## config.mk

```make
export PLATFORM = sky130hd
export DESIGN_NAME = crc16_frame_builder_unit
export DESIGN_NICKNAME = d
export VERILOG_FILES = /design/src/design/cfb_pkg.sv /design/src/design/cfb_cfg_regs.sv /design/src/design/crc16_frame_builder_unit.sv
export SDC_FILE = /design/constraint.sdc
export NUM_CORES = 1
export LEC_CHECK = 0
export BUFFER_PORTS_ARGS = -buffer_cell sky130_fd_sc_hd__buf_2
export CAP_MARGIN = 30
export CORE_ASPECT_RATIO = 0.7
export CORE_MARGIN = 8
export CORE_UTILIZATION = 39
export DETAILED_ROUTE_END_ITERATION = 7
export HOLD_SLACK_MARGIN = 0.05
export PLACE_DENSITY = 0.67
export SLEW_MARGIN = 20
export SYNTH_ARGS = -nofsm -noshare
export SYNTH_HDL_FRONTEND = slang
export SYNTH_SLANG_ARGS = --single-unit
```

## constraint.sdc

```tcl
create_clock -name clk -period 3.52 [get_ports clk]
set_clock_uncertainty 0.1 [all_clocks]
set_input_delay 0.704 -clock clk [delete_from_list [all_inputs] [get_ports clk]]
set_output_delay 0.704 -clock clk [all_outputs]
set_load 0.02 [all_outputs]
```

## src/design/cfb_pkg.sv

```systemverilog
// cfb_pkg: shared constants, the configuration struct and the byte-wide crc16 update
// for the crc16 frame builder; depends on nothing
`default_nettype none

package cfb_pkg;

  // configuration register indexes
  localparam int unsigned CFG_IDX_W  = 2;
  localparam int unsigned CFG_DATA_W = 16;
  localparam logic [CFG_IDX_W-1:0] REG_MISSION_ID  = 2'd0;
  localparam logic [CFG_IDX_W-1:0] REG_PAYLOAD_LEN = 2'd1;
  localparam logic [CFG_IDX_W-1:0] REG_OUTPUT_EN   = 2'd2;

  // input opcodes
  localparam logic OP_START = 1'b0;
  localparam logic OP_DATA  = 1'b1;

  // frame constants
  localparam logic [7:0]  MAX_PAYLOAD = 8'd250;
  localparam logic [7:0]  MAGIC_BYTE  = 8'hEB;
  localparam logic [7:0]  FLAG_BYTE   = 8'h00;
  localparam logic [15:0] CRC_POLY    = 16'h1021;
  localparam logic [15:0] CRC_INIT    = 16'hFFFF;

  typedef struct packed {
    logic [15:0] mission_id;
    logic [7:0]  frame_len;      // payload length, already capped
    logic        output_enable;
  } cfg_t;

  // crc16-ccitt, msb first, one byte
  function automatic logic [15:0] crc16_byte(input logic [15:0] crc, input logic [7:0] b);
    logic [15:0] c;
    c = crc ^ {b, 8'h00};
    for (int k = 0; k < 8; k++) begin
      c = c[15] ? ({c[14:0], 1'b0} ^ CRC_POLY) : {c[14:0], 1'b0};
    end
    return c;
  endfunction

endpackage

`default_nettype wire

```

## src/design/cfb_cfg_regs.sv

```systemverilog
// cfb_cfg_regs: configuration registers of the frame builder, written over the cfg channel
// depends on cfb_pkg
`default_nettype none

module cfb_cfg_regs (
  input  wire logic                           clk,
  input  wire logic                           rst,
  input  wire logic                           cfg_valid,
  output logic                                cfg_ready,
  input  wire logic [cfb_pkg::CFG_IDX_W-1:0]  cfg_index,
  input  wire logic [cfb_pkg::CFG_DATA_W-1:0] cfg_data,
  output cfb_pkg::cfg_t                       cfg
);

  logic wr;

  assign cfg_ready = 1'b1;
  assign wr        = cfg_valid && cfg_ready;

  always_ff @(posedge clk) begin
    if (rst) begin
      cfg.mission_id    <= 16'h0000;
      cfg.frame_len     <= 8'd0;
      cfg.output_enable <= 1'b1;
    end else if (wr) begin
      case (cfg_index)
        cfb_pkg::REG_MISSION_ID: begin
          cfg.mission_id <= cfg_data;
        end
        cfb_pkg::REG_PAYLOAD_LEN: begin
          // cap on write, same effect as capping at frame start
          cfg.frame_len <= (cfg_data[7:0] > cfb_pkg::MAX_PAYLOAD) ?
                           cfb_pkg::MAX_PAYLOAD : cfg_data[7:0];
        end
        cfb_pkg::REG_OUTPUT_EN: begin
          cfg.output_enable <= cfg_data[0];
        end
        default: begin
          // unused index, write ignored
        end
      endcase
    end
  end

endmodule

`default_nettype wire

```

## src/design/crc16_frame_builder_unit.sv

```systemverilog
// crc16_frame_builder_unit: top level of the telemetry frame builder
// depends on cfb_pkg and cfb_cfg_regs
//
//  channel  | direction | beat contents                          | handshake
//  ---------+-----------+----------------------------------------+---------------------
//  s_axis   | in        | tdata: data_byte, tuser: opcode        | tvalid / tready
//  m_axis   | out       | tdata: out_byte, tlast: frame_last     | tvalid / tready
//  cfg      | in        | cfg_index, cfg_data                    | cfg_valid / cfg_ready
//
// an accepted item goes into the item register; from there one frame byte per cycle is
// produced and loaded into the single output register, unless m_axis stalls, with the crc
// updated a byte at a time; a payload byte that does not close the frame makes only its own
// beat, so such beats stream at one per cycle unless m_axis stalls; a closing payload byte
// adds both crc bytes, a start the five header bytes (and both crc bytes for zero length)
// stalls on m_axis hold the item register and s_axis_tready; dropped bytes make no beat
// reset (rst, synchronous) closes any frame, sets crc to all ones and empties both registers
`default_nettype none

module crc16_frame_builder_unit (
  input  wire logic                           clk,
  input  wire logic                           rst,
  // input stream
  input  wire logic                           s_axis_tvalid,
  output logic                                s_axis_tready,
  input  wire logic [7:0]                     s_axis_tdata,   // [7:0] data_byte
  input  wire logic                           s_axis_tuser,   // [0] opcode
  // output stream
  output logic                                m_axis_tvalid,
  input  wire logic                           m_axis_tready,
  output logic [7:0]                          m_axis_tdata,   // [7:0] out_byte
  output logic                                m_axis_tlast,   // frame_last
  // configuration writes
  input  wire logic                           cfg_valid,
  output logic                                cfg_ready,
  input  wire logic [cfb_pkg::CFG_IDX_W-1:0]  cfg_index,
  input  wire logic [cfb_pkg::CFG_DATA_W-1:0] cfg_data
);

  // sequencer phases
  localparam logic [2:0] ST_IDLE   = 3'd0;
  localparam logic [2:0] ST_HDR    = 3'd1;
  localparam logic [2:0] ST_DATA   = 3'd2;
  localparam logic [2:0] ST_CRC_LO = 3'd3;
  localparam logic [2:0] ST_CRC_HI = 3'd4;

  // header byte positions
  localparam logic [2:0] HDR_MAGIC  = 3'd0;
  localparam logic [2:0] HDR_MID_LO = 3'd1;
  localparam logic [2:0] HDR_MID_HI = 3'd2;
  localparam logic [2:0] HDR_FLAGS  = 3'd3;
  localparam logic [2:0] HDR_LEN    = 3'd4;

  cfb_pkg::cfg_t cfg;

  // item register and sequencer
  logic [2:0]  state;
  logic [2:0]  state_after;
  logic [2:0]  hdr_idx;
  logic [2:0]  hdr_idx_next;
  logic [7:0]  db;

  // frame state
  logic [15:0] crc_reg;
  logic [15:0] crc_next;
  logic [7:0]  bytes_seen;
  logic [7:0]  bytes_seen_next;
  logic        frame_open;
  logic        frame_open_next;
  logic [7:0]  frame_len;
  logic [7:0]  frame_len_next;

  logic        phase_emits;
  logic [7:0]  byte_val;
  logic        last_val;
  logic        emit;
  logic        out_free;
  logic        busy;
  logic        advance;
  logic        accept;

  cfb_cfg_regs u_cfg (
    .clk       (clk),
    .rst       (rst),
    .cfg_valid (cfg_valid),
    .cfg_ready (cfg_ready),
    .cfg_index (cfg_index),
    .cfg_data  (cfg_data),
    .cfg       (cfg)
  );

  // one frame byte per cycle from the current phase, unless m_axis stalls
  always_comb begin
    phase_emits     = 1'b0;
    byte_val        = 8'h00;
    last_val        = 1'b0;
    state_after     = ST_IDLE;
    hdr_idx_next    = hdr_idx;
    crc_next        = crc_reg;
    bytes_seen_next = bytes_seen;
    frame_open_next = frame_open;
    frame_len_next  = frame_len;
    case (state)
      ST_HDR: begin
        phase_emits = 1'b1;
        case (hdr_idx)
          HDR_MAGIC:  byte_val = cfb_pkg::MAGIC_BYTE;
          HDR_MID_LO: byte_val = cfg.mission_id[7:0];
          HDR_MID_HI: byte_val = cfg.mission_id[15:8];
          HDR_FLAGS:  byte_val = cfb_pkg::FLAG_BYTE;
          HDR_LEN:    byte_val = frame_len;
          default:    byte_val = 8'h00;
        endcase
        crc_next = cfb_pkg::crc16_byte((hdr_idx == HDR_MAGIC) ? cfb_pkg::CRC_INIT : crc_reg,
                                       byte_val);
        if (hdr_idx == HDR_MAGIC) begin
          // a new start drops any open frame
          bytes_seen_next = 8'd0;
          frame_open_next = 1'b1;
          frame_len_next  = cfg.frame_len;
        end
        if (hdr_idx == HDR_LEN) begin
          // zero-length frame closes straight after the header
          state_after = (frame_len == 8'd0) ? ST_CRC_LO : ST_IDLE;
        end else begin
          state_after  = ST_HDR;
          hdr_idx_next = hdr_idx + 3'd1;
        end
      end
      ST_DATA: begin
        // a byte with no frame open is dropped
        if (frame_open) begin
          phase_emits     = 1'b1;
          byte_val        = db;
          crc_next        = cfb_pkg::crc16_byte(crc_reg, db);
          bytes_seen_next = bytes_seen + 8'd1;
          state_after     = (bytes_seen_next >= frame_len) ? ST_CRC_LO : ST_IDLE;
        end
      end
      ST_CRC_LO: begin
        phase_emits = 1'b1;
        byte_val    = crc_reg[7:0];
        state_after = ST_CRC_HI;
      end
      ST_CRC_HI: begin
        phase_emits     = 1'b1;
        byte_val        = crc_reg[15:8];
        last_val        = 1'b1;
        frame_open_next = 1'b0;
        state_after     = ST_IDLE;
      end
      default: begin
        state_after = ST_IDLE;
      end
    endcase
  end

  // state advances even when output is disabled, only the beat is suppressed
  assign emit          = phase_emits && cfg.output_enable;
  assign out_free      = !m_axis_tvalid || m_axis_tready;
  assign busy          = (state != ST_IDLE);
  assign advance       = busy && (!emit || out_free);
  assign s_axis_tready = !busy || (advance && (state_after == ST_IDLE));
  assign accept        = s_axis_tvalid && s_axis_tready;

  always_ff @(posedge clk) begin
    if (rst) begin
      state      <= ST_IDLE;
      hdr_idx    <= HDR_MAGIC;
      crc_reg    <= cfb_pkg::CRC_INIT;
      bytes_seen <= 8'd0;
      frame_open <= 1'b0;
      frame_len  <= 8'd0;
    end else begin
      if (advance) begin
        crc_reg    <= crc_next;
        bytes_seen <= bytes_seen_next;
        frame_open <= frame_open_next;
        frame_len  <= frame_len_next;
      end
      // a new beat takes over the sequencer as the last phase of the old one ends
      if (accept) begin
        state   <= (s_axis_tuser == cfb_pkg::OP_START) ? ST_HDR : ST_DATA;
        hdr_idx <= HDR_MAGIC;
      end else if (advance) begin
        state   <= state_after;
        hdr_idx <= hdr_idx_next;
      end
    end
  end

  // item payload
  always_ff @(posedge clk) begin
    if (accept) begin
      db <= s_axis_tdata;
    end
  end

  // output register
  always_ff @(posedge clk) begin
    if (rst) begin
      m_axis_tvalid <= 1'b0;
    end else if (advance && emit) begin
      m_axis_tvalid <= 1'b1;
    end else if (m_axis_tready) begin
      m_axis_tvalid <= 1'b0;
    end
  end

  always_ff @(posedge clk) begin
    if (advance && emit) begin
      m_axis_tdata <= byte_val;
      m_axis_tlast <= last_val;
    end
  end

`ifndef SYNTH
  // crc trailer only ever follows an open frame
  a_crc_hi_open: assert property (@(posedge clk) disable iff (rst)
    (state == ST_CRC_HI) |-> frame_open)
    else $error("crc high byte phase with no frame open");

  // the frame closes once its crc high byte has gone
  a_close_after_crc: assert property (@(posedge clk) disable iff (rst)
    (state == ST_CRC_HI && advance) |=> !frame_open)
    else $error("frame still open after crc trailer");

  // between items an open frame still expects payload
  a_count_in_range: assert property (@(posedge clk) disable iff (rst)
    ((state == ST_IDLE || state == ST_DATA) && frame_open) |-> (bytes_seen < frame_len))
    else $error("open frame has already seen its full payload");
`endif

endmodule

`default_nettype wire
```

==> results of run 1 <==
power by group:
| part | leakage [nW] | internal (mW) | switching, mW |
|---|---|---|---|
| Sequential | 0.693 | 1.03 | 0.0712 |
| Combinational | 1.31 | 0.239 | 0.344 |
| Clock | 0.147 | 0.553 | 0.356 |
metrics by stage:
step           utilization  hold WS [ns]  power [mW]  TNS, ns  instance area [um^2]
3_5_place_dp         0.423         0.350        1.69        0                  5220
5_1_grt              0.456         0.378        2.70  -0.0311                  5620
6_report             0.456         0.360        2.59        0                  5620
3_3_place_gp         0.423         0.346        1.67        0                  5220
4_1_cts              0.451         0.358        2.61        0                  5560
2_1_floorplan            -         0.329        1.53        0                  4880
worst paths after layout:
kind                                 endpoint          start  depth (start not counted)  slack (ns)
worst max-delay path            s_axis_tready  bytes_seen[2]                         10        0.14
worst min-delay path             u_cfg.cfg[1]   u_cfg.cfg[1]                          2        0.36
worst max register to register          db[4]  bytes_seen[2]                         11        0.44
worst min register to register   u_cfg.cfg[1]   u_cfg.cfg[1]                          2        0.36
critical path: stages, from the launching register on:
cell     delay [ns]
dfxtp_2        0.37
and3_4         0.22
and3_2         0.24
nand3_1        0.13
xnor2_2        0.22
ha_4           0.24
nand4_1        0.07
o21ai_0        0.09
o31a_1         0.32
o32ai_2        0.15
buf_4          0.19
metal layers:
metal | wire length, um | part of all wire | vias up | GRT usage
met5 | 0 | 0 | - | 0
met4 | 187 | 0.014 | 0 | 0.0498
met3 | 1210 | 0.088 | 13 | 0.0498
met2 | 5720 | 0.42 | 153 | 0.249
met1 | 6620 | 0.48 | 2102 | 0.237
li1 | - | - | 2136 | -
final cells by class:
| cell class | count | share of cell area |
|---|---|---|
| Tap cell | 162 | 0.0361 |
| Multi-Input combinational cell | 442 | 0.513 |
| Clock buffer | 13 | 0.0501 |
| Timing Repair Buffer | 61 | 0.0632 |
| Inverter | 19 | 0.0127 |
| Sequential cell | 82 | 0.323 |
| Clock inverter | 2 | 0.00178 |
what timing repair did:
| item | CTS | global route |
|---|---|---|
| pin swaps | 1 | 2 |
| buffers inserted | 6 | 1 |
| cloned | 0 | 0 |
| gates resized for setup | 4 | 10 |
| hold buffers | 0 | 0 |
| endpoints found under the setup margin | 1 | 1 |
cell families (layout without fill, tap and decap cells):
kind of cell / count (synthesis) / in the layout / synth area share
AOI/OAI and AO/OA: 155 / 155 / 0.211
xor gates and xnor gates: 49 / 49 / 0.0979
and+or+nand+nor: 214 / 214 / 0.216
adders and majority gates: 13 / 13 / 0.0333
DFF: 82 / 82 / 0.371
muxes: 10 / 10 / 0.0208
buffers and inverters: 57 / 95 / 0.0490
other: 1 / 1 / 0.000768
cell usage in the layout, fill, tap and decap left out, types with 3 or more instances in the layout:
master,n
nor3b_1,3
xor2_1,16
o211ai_1,5
nand3_1,15
a21oi_1,61
nand2b_1,4
a31oi_1,7
a221oi_1,6
nor2_1,32
dfxtp_1,62
buf_2,41
a22oi_1,6
o21ai_0,18
buf_4,20
xnor3_1,3
nand4_1,3
inv_1,17
o21ai_1,3
and3_1,3
mux2i_1,9
nand3b_1,9
o31ai_1,4
o32ai_1,3
and3b_1,5
ha_1,11
nor3_1,8
clkbuf_16,10
nor2b_1,4
and2_1,5
o2bb2ai_1,5
xnor2_1,28
edfxtp_1,17
nand2_1,100
a211o_1,3
a211oi_1,10
or3_1,4
==> impl_metrics.toml, run 1 <==
[synth]
yosysWarnings = 0
synth-seq-cells = 82
yosysSeqAreaShare = 0.371
synth.distinct_cells = 69
ys_async_sr_fraction = 0
synth_top_flop_cell = "dfxtp_1"
synth.avg_cell_area_um2 = 8.40
yosysMostFrequentCell = "nand2_1"
syn_inst = 581
yosys.area.top_type_share = 0.267
syn_area_um2 = 4880
synth_edf_count = 17
synth_top_cell_by_area = "dfxtp_1"
synth_fp_nets = 626
synth_commonest_cells = "nand2_1, dfxtp_1, a21oi_1"
synth_area_leaders = "dfxtp_1, edfxtp_1, nand2_1"

[worst_setup_path]
critical_path.max_fanout = 5
worstPathArrival_ns = 2.57
critPathRequiredTime_ns = 2.72
end_kind = "output pin"
startpoint_type = "register"
crit_type = "register to output pin"

[floorplanning]
dieArea_um2 = 16400
die-height_um = 110
rows = 34
die_x_um = 150
coreArea_um2 = 12300
start_util = 0.396
io_pins = 44

[clock_network]
clock_sinks = 82
cts_buffer_depth = 2
root_buffer = "clkbuf_16"
cts_inserted_buffers = 9
clkTransAtPathRegs_ns = 0.06
cts_tree = "yes"
clock_latency_ns = 0.34
htreeDepth = 3

[cells_and_area]
area_growth_pct = 15.2
register_area_um2 = 1820
antenna_cells = 0
layout-drive-gt1-share = 0.166
largest_register_ffs = 25
nets = 660
fillers = 1192
multiInputGateArea_um2 = 2880
stdcell_count = 781

[pwr]
powerDensity_nw_per_um2 = 461
ir_worst_vdd_mv = 0.306
leakage_nw = 2.15

[route]
wl_per_cell_um = 17.6
drt-total-wl_um = 13700
drtPass1Iterations = 5
postRouteAntennaNets = 0
vias = 4404
viasPerCell = 5.64
drc = 0
drtIter0Drc = 356

[timing]
finalCritPeriodShare = 0.960
setup_slack_ns = 0.142
finalSetupViolCount = 0
hold_viol_final = 0
max_freq_ghz = 0.296
worst_slew_pin_slew_ns = 0.667
maxSlewViolCount = 0
slew_headroom = 0.555
min_period_ns = 3.38

[global_route]
gr-total-overflow = 0
grt_max_degree = 38
grt_use_total = 0.170
grt_pass1_wl_um = 22100
antenna_found_initial = 0
grt_pass1_vias = 4255

[placement]
dp.cells = 759
preCtsSetupSlack_ns = 0.193
routabilityCongestion = 0.906
dp_hpwl_um = 10200
port_buffers = 42

[worst_hold_path]
hp-class = "register to register"

[run]
cap_violations = 0

[status]
outcome = "completed"
Power figures use the tool's default switching activity.
==> inputs of run 2 (changes only) <==
clock period = 4.4 ns   (was 3.52 ns; I/O delays follow)
==> impl_metrics.toml, run 2 (synthesis results as in run 1) <==
[status]
outcome = "completed"

[timing]
rsz0062_at_grt = "false"
maxSlewViolCount = 0
setup_slack_ns = 0.545
hold_viol_final = 0
fin_tns_setup_ns = 0
slew_headroom = 0.418
min_period_ns = 3.85
max_freq_ghz = 0.259
worst_slew_pin_slew_ns = 0.872
finalSetupViolCount = 0
finalCritPeriodShare = 0.876

[pwr]
seq_power_share = 0.427
p_int_mw = 1.45
clockPowerShare = 0.355
power_switching_mw = 0.624
ir_worst_vdd_mv = 0.204
leakage_nw = 2.07
swShare = 0.301
combPwrFrac = 0.218
report.power.total_mw = 2.07
powerDensity_nw_per_um2 = 379

[route]
vias = 4340
drt-total-wl_um = 13300
postRouteAntennaNets = 0
viasPerCell = 5.63
drtIter0Drc = 385
wl_per_cell_um = 17.3
drc = 0
drtPass1Iterations = 4

[cells_and_area]
antenna_cells = 0
layout_commonest_cell = "nand2_1"
final_cell_mix = "nand2_1, dfxtp_1, a21oi_1, buf_2, nor2_1"
area_growth_pct = 12.0
final_cell_area_um2 = 5470
nets = 649
largest_register_ffs = 25
layout-drive-gt1-share = 0.130

[clock_network]
cts_tree = "yes"
cts_resized = 0
root_buffer = "clkbuf_16"
htreeDepth = 3
cts_buffer_depth = 2
post-cts-setup-buffers = 0
clock_latency_ns = 0.34
clock_sinks = 82
cts_inserted_buffers = 9
ctsHoldBuffers = 0
clkTransAtPathRegs_ns = 0.06

[worst_setup_path]
rr_worst_depth = 11
critical_path.max_fanout = 7
r2r-start = "bytes_seen[0]"
worstPathArrival_ns = 2.87
critPathRequiredTime_ns = 3.42
ff2ff_setup_slack_ns = 1.20
end_kind = "output pin"
startpoint_type = "register"
crit_start = "bytes_seen[0]"
crit_type = "register to output pin"

[floorplanning]
io_pins = 44
coreArea_um2 = 12300
die_x_um = 150
die-height_um = 110
rows = 34
dieArea_um2 = 16400
start_util = 0.396

[placement]
preCtsSetupSlack_ns = 0.926
routabilityCongestion = 0.877
port_buffers = 42
dp_hpwl_um = 9850
placed_cell_area_um2 = 5180

[worst_hold_path]
hp-class = "register to register"
holdPathStages = 2
hp-start = "u_cfg.cfg[8]"

[global_route]
grt_pass1_vias = 4100
grt_use_total = 0.167
gr-total-overflow = 0
antenna_found_initial = 0
grt_max_degree = 41
grt_pass1_wl_um = 21500

[run]
cap_violations = 0
run 2: cell types whose count changed in the layout (fill, tap and decap cells not counted), sizes merged:
cell / delta
buf: -11
bufinv: +1
clkbuf: -1
clkinv: +1
run 2: final timing paths:
kind,endpoint
max,s_axis_tready
min,frame_len[7]
max reg2reg,db[5]
min reg2reg,frame_len[7]
run 2: cell type report:
class | count | area (um^2)
timing repair buffer | 50 | 270
tap | 162 | 203
inverter | 19 | 71.3
clock inverter | 4 | 43.8
multi-input combinational | 442 | 2830
clock buffer | 12 | 236
fill | 1246 | 6870
sequential | 82 | 1810
run 2: critical path: stages (launching register included):
cell and delay (ns):
dfxtp_1 0.39, ha_1 0.25, nand3_1 0.17, nor2_1 0.16, xor2_1 0.20, ha_1 0.29, a21oi_1 0.16, o21ai_0 0.10
o31a_1 0.32, o32ai_1 0.13, buf_4 0.19, buf_2 0.17
run 2: power by group through the flow:
| stage | Clock, mW | Combinational [mW] | Sequential, mW |
|---|---|---|---|
| detailed placement | 0 | 0.443 | 0.900 |
| finish | 0.735 | 0.451 | 0.885 |
| global route | 0.774 | 0.492 | 0.892 |
| floorplan | 0 | 0.338 | 0.885 |
| CTS | 0.750 | 0.446 | 0.884 |
| global placement | 0 | 0.436 | 0.898 |
run 2: routing by layer:
metal,share of wire,global-route usage,wire length (um)
met1,0.50,0.242,6640
met2,0.41,0.236,5510
met3,0.080,0.0489,1070
met4,0.0071,0.0405,95
met5,0,0,0
run 2: per-stage QoR:
step / instances / util / hold slack [ns]
2_1_floorplan: 581 / - / 0.329
3_3_place_gp: 755 / 0.420 / 0.345
3_5_place_dp: 755 / 0.420 / 0.348
4_1_cts: 771 / 0.443 / 0.357
5_1_grt: 771 / 0.443 / 0.378
6_report: 771 / 0.443 / 0.355
